[src/design/xwbd_pkg.sv]
// ----------------------------------------------------------------------------
// xwbd_pkg
// Shared types, constants and helpers of the wide XTEA block decryptor.
// ----------------------------------------------------------------------------
package xwbd_pkg;

  localparam int unsigned WordW   = 64;
  localparam int unsigned Rounds  = 32;
  localparam int unsigned NStages = 2 * Rounds;   // one half-round per stage
  localparam int unsigned KeyNum  = 4;
  localparam int unsigned KeyIdxW = $clog2(KeyNum);
  localparam int unsigned CfgIdxW = KeyIdxW;

  localparam logic [WordW-1:0] Delta     = 64'h0000_0000_9E37_79B9;
  localparam int unsigned      ShiftUp   = 4;
  localparam int unsigned      ShiftDown = 5;
  localparam int unsigned      SumSelLo  = 11;

  // Register indexes of the configuration port
  typedef enum logic [CfgIdxW-1:0] {
    CFG_KEY_W0 = 2'd0,
    CFG_KEY_W1 = 2'd1,
    CFG_KEY_W2 = 2'd2,
    CFG_KEY_W3 = 2'd3
  } cfg_idx_e;

  typedef logic [KeyNum-1:0][WordW-1:0] key_arr_t;

  typedef struct packed {
    logic [WordW-1:0] left;
    logic [WordW-1:0] right;
  } half_t;

  // Running sum seen by a pipeline stage: even stages use the sum of the round
  // start, odd stages the sum after the drop by one delta.
  function automatic logic [WordW-1:0] stage_sum(input int unsigned stage);
    logic [WordW-1:0] rnd;
    logic [WordW-1:0] left_rounds;
    rnd         = WordW'(stage >> 1);
    left_rounds = WordW'(Rounds) - rnd;
    if (stage[0]) begin
      left_rounds = left_rounds - WordW'(1);
    end
    return Delta * left_rounds;
  endfunction

endpackage

[src/design/xwbd_stage.sv]
// ----------------------------------------------------------------------------
// xwbd_stage
// One registered half-round: reduce one half by the mixed other half.
// ----------------------------------------------------------------------------
module xwbd_stage (
  input  logic                        clk_i,
  input  logic                        rst_ni,
  input  logic                        en_i,
  input  logic                        upd_right_i,
  input  logic [xwbd_pkg::WordW-1:0]  sum_i,
  input  xwbd_pkg::key_arr_t          keys_i,
  input  logic                        valid_i,
  input  xwbd_pkg::half_t             data_i,
  output logic                        valid_o,
  output xwbd_pkg::half_t             data_o
);
  import xwbd_pkg::*;

  logic                valid_q;
  half_t               data_q, data_d;
  logic [WordW-1:0]    src, dst, mix, key_sum, delta_w;
  logic [KeyIdxW-1:0]  kidx;

  always_comb begin
    src     = upd_right_i ? data_i.left : data_i.right;
    dst     = upd_right_i ? data_i.right : data_i.left;
    kidx    = upd_right_i ? sum_i[SumSelLo +: KeyIdxW] : sum_i[KeyIdxW-1:0];
    mix     = ((src << ShiftUp) ^ (src >> ShiftDown)) + src;
    key_sum = sum_i + keys_i[kidx];
    delta_w = dst - (mix ^ key_sum);
    data_d  = data_i;
    if (upd_right_i) begin
      data_d.right = delta_w;
    end else begin
      data_d.left = delta_w;
    end
  end

  always_ff @(posedge clk_i or negedge rst_ni) begin
    if (!rst_ni) begin
      valid_q <= 1'b0;
    end else if (en_i) begin
      valid_q <= valid_i;
    end
  end

  always_ff @(posedge clk_i) begin
    if (en_i) begin
      data_q <= data_d;
    end
  end

  assign valid_o = valid_q;
  assign data_o  = data_q;

endmodule

[config.mk]
export PLATFORM = sky130hd
export DESIGN_NAME = xwbd_stage
export DESIGN_NICKNAME = d
export VERILOG_FILES = /design/src/design/xwbd_pkg.sv /design/src/design/xwbd_stage.sv
export SDC_FILE = /design/constraint.sdc
export NUM_CORES = 1
export LEC_CHECK = 0
export BUFFER_PORTS_ARGS = -buffer_cell sky130_fd_sc_hd__buf_4
export CELL_PAD_IN_SITES_DETAIL_PLACEMENT = 0
export CELL_PAD_IN_SITES_GLOBAL_PLACEMENT = 2
export CORE_ASPECT_RATIO = 1.2
export CORE_MARGIN = 2
export CORE_UTILIZATION = 28
export DETAILED_ROUTE_END_ITERATION = 10
export HOLD_SLACK_MARGIN = 0.06
export MAX_ROUTING_LAYER = met4
export PLACE_DENSITY_LB_ADDON = 0.1
export SYNTH_ARGS = -nofsm -noshare
export SYNTH_HDL_FRONTEND = slang
export SYNTH_SLANG_ARGS = --single-unit
export TNS_END_PERCENT = 50
[constraint.sdc]
create_clock -name clk_i -period 0.8 [get_ports clk_i]
set_input_delay 0.08 -clock clk_i [delete_from_list [all_inputs] [get_ports clk_i]]
set_output_delay 0.08 -clock clk_i [all_outputs]
set_load 0.05 [all_outputs]
==> flow_summary.json <==
{
  "insertion_delay_ps": 490,
  "finalCritPeriodShare_pct": 730,
  "max_stage_delay_ps": 530,
  "endpoint_kind": "flop",
  "hpwl_mm": 91.8,
  "hp-class": "primary input to flop",
  "synth_flop_cell": "edfxtp_1",
  "cap_violations": 0,
  "grt_pass1_vias": 26433,
  "drive_gt1_share_pct": 56.3,
  "synth_area_um2": 20100,
  "ys_ff_latch": 129,
  "yosysTopAreaCell": "edfxtp_1",
  "slowest_stage": "mux4_2",
  "cts_inserted_buffers": 17,
  "whs_ps": -98.4,
  "grt_pass1_wl_mm": 160,
  "post_drt_wl_per_cell_um": 22.4,
  "finalNetCount": 4608,
  "drtIter0Drc": 1194,
  "drt-total-wl_mm": 110,
  "vias": 24894,
  "cts_tree": "built",
  "syn_nets": 3025,
  "peakVddDrop_mv": 2.26,
  "rows": 107,
  "vias_per_cell": 5.09,
  "powerDensity_nw_per_um2": 3990,
  "post-route-drc-count": 0,
  "path_clk_slew_ps": 80,
  "grt_util_all_layers_pct": 29.7,
  "final_area_um2": 37800,
  "regToRegSetupSlack_ps": 60,
  "p_leak_nw": 17.3,
  "grt.overflow.total": 0,
  "path_class": "primary input to flop",
  "antenna_found_initial": 0,
  "fp.dieW_um": 248,
  "cp_common_cell": "a21o_1",
  "critPathMaxFanout": 8,
  "fmaxAchievable_ghz": 0.171,
  "clockBufferDepth": 2,
  "syn_avg_cell_area_um2": 8.47,
  "power.total_w": 0.151,
  "startpoint_type": "primary input",
  "rsz0062_at_grt": "yes",
  "grt_max_degree": 65,
  "start_util_pct": 28.3,
  "chipHeight_um": 297,
  "yosys_warnings": 0,
  "num_io_pins": 582,
  "fin_crit_ps": 5840,
  "synth_top_area_share_pct": 19.2,
  "dieArea_um2": 73800,
  "setup_viol": 266,
  "instances_no_fill": 4889,
  "clock-sinks": 129,
  "finish.utilization_pct": 53.3,
  "core_um2": 71000,
  "async_flop_share_pct": 0.775,
  "outcome": "finished with violations",
  "htreeDepth": 4,
  "diodes": 0,
  "drt_first_pass_iters": 5,
  "port_buffers": 581,
  "synth_cell_types": 80,
  "dp.cells": 4734,
  "finalHoldViolCount": 41,
  "synthTopCellsByArea": "edfxtp_1 19%, ha_1 13%, xnor2_1 9.3%",
  "clockRootBuffer": "clkbuf_16",
  "violations": "negative hold slack, negative setup slack",
  "synth-edff-count": 128,
  "ctsHoldBuffers": 39,
  "drtAntennaViolNets": 0,
  "maxSlewHeadroom_pct": 60.1,
  "cp_num_buf_inv": 7,
  "synth-seq-area-share_pct": 19.3,
  "synth_cells": 2367,
  "worst_slack_ps": -5040,
  "worstPathRequired_ps": 1050,
  "areaGrowthSynthToFinish_pct": 88.5,
  "fillers": 6733,
  "final_max_slew_viol_count": 0,
  "post_dp_cell_area_um2": 32900,
  "cp_data_arrival_time_ps": 6090,
  "worst_slew_pin_slew_ps": 596,
  "gp_congestion": 0.953,
  "crit_family": "compound AO/OA/AOI/OAI gates",
  "clock_skew_ps": 0
}
[per-layer routing]
layer  global-route usage [%]  vias to the layer above  wire [µm]
met2                     55.7                      649      59500
met5                        -                        -          0
met3                     2.05                      126       3430
li1                         -                    12050          -
met4                     9.27                        0       3580
met1                     33.0                    12069      43100
[registers in the layout (all words and copies together), names as in the netlist]
signal,cells
data_o,128
valid_o,1
[synthesized netlist by cell type, types with 9 or more instances]
library cell  count
ha_1            202
a31oi_1          21
a211o_1          10
a21oi_1         225
xor2_1           79
nor2b_1          49
edfxtp_1        128
o21bai_1         70
nand3_1          42
o21ai_1          15
nor3_1           22
xnor2_1         213
and4_1           13
mux2_2           67
nand4_1          42
buf_1            15
o22ai_1           9
and3_1           22
o21a_1           29
mux4_2           64
inv_1            79
a21boi_0          9
clkbuf_1         85
a21o_1           87
or3_1            10
nor2_1          101
o21ai_0         164
a221oi_1          9
nand2_1         261
nand2b_1         19
and2_1           20
nor4_1           10
o211ai_1         21
a211oi_1         25
o31ai_1          18
[cells in the final DEF, fill, tap and decap left out, types with 15 or more instances in the layout]
| cell | netlist | final |
|---|---|---|
| a21o_1 | 87 | 87 |
| a21oi_1 | 225 | 162 |
| a21oi_2 | 1 | 54 |
| and2_1 | 20 | 15 |
| and3_1 | 22 | 15 |
| buf_12 | 0 | 18 |
| buf_4 | 1 | 1531 |
| buf_6 | 0 | 68 |
| clkbuf_16 | 0 | 19 |
| dlygate4sd3_1 | 0 | 39 |
| edfxtp_1 | 128 | 128 |
| ha_1 | 202 | 158 |
| ha_4 | 0 | 35 |
| inv_1 | 79 | 76 |
| mux2_2 | 67 | 67 |
| mux4_2 | 64 | 64 |
| nand2_1 | 261 | 244 |
| nand3_1 | 42 | 33 |
| nand4_1 | 42 | 42 |
| nor2_1 | 101 | 87 |
| nor2b_1 | 49 | 46 |
| nor3_1 | 22 | 17 |
| o211ai_1 | 21 | 21 |
| o21a_1 | 29 | 26 |
| o21ai_0 | 164 | 65 |
| o21ai_1 | 15 | 61 |
| o21ai_2 | 2 | 48 |
| o21bai_1 | 70 | 60 |
| xnor2_1 | 213 | 154 |
| xnor2_2 | 0 | 39 |
| xnor2_4 | 0 | 20 |
| xor2_1 | 79 | 66 |
[layout make-up]
type | count | area (µm²) | share of cell area (%)
tap | 926 | 1160 | 3.07
clock buffer | 19 | 443 | 1.17
inverter | 80 | 303 | 0.801
clock inverter | 13 | 126 | 0.334
multi-input combinational | 2053 | 18600 | 49.1
timing repair buffer | 1669 | 13300 | 35.3
sequential | 129 | 3870 | 10.2
[through the flow]
stage               TNS [ps]  hold slack [ps]  worst slack [ps]
floorplan            -506620             -216             -4880
global placement     -665210             -145             -6200
detailed placement   -672520             -144             -6130
CTS                  -590710             -124             -4990
global route         -618510             -103             -5220
finish               -595340            -98.4             -5040
[power breakdown]
group	internal (W)	switching (W)	total, W
combinational	0.0614	0.0677	0.129
clock	0.00439	0.00370	0.00809
sequential	0.0122	0.00142	0.0136
[worst min-delay path, delay by kind of cell]
kind            cells  cell delay [ps]
compound gates      1               60
buf+inv             1               80
simple gates        1               70
[timing repair]
action                                  in CTS  in global routing
buffers inserted                            57                 42
resized for setup                          414                215
endpoints found under the setup margin     257                266
hold endpoints to repair                   122                 53
gates cloned                                 6                  1
pin swaps                                  186                152
[worst paths after layout]
path                             startpoint     endpoint  depth (start not counted)
worst max-delay path            upd_right_i  data_o[127]                         30
worst min-delay path             data_i[23]   data_o[23]                          3
worst max register to register      valid_o      valid_o                          1
worst min register to register      valid_o      valid_o                          1
max in group asynchronous            rst_ni      valid_o                          3
min in group asynchronous            rst_ni      valid_o                          3
[logic make-up after synthesis]
| kind of cell | count (synthesis) | synth area share, % |
|---|---|---|
| AO/OA/AOI/OAI | 790 | 25.3 |
| buffers and inverters | 185 | 3.51 |
| multiplexers | 137 | 11.2 |
| XOR/XNOR | 292 | 12.8 |
| adder cells (fa/ha/maj) | 205 | 12.9 |
| flip-flops | 129 | 19.3 |
| AND/OR/NAND/NOR | 629 | 15.0 |
Note: power is estimated with default switching activity, not from simulation.
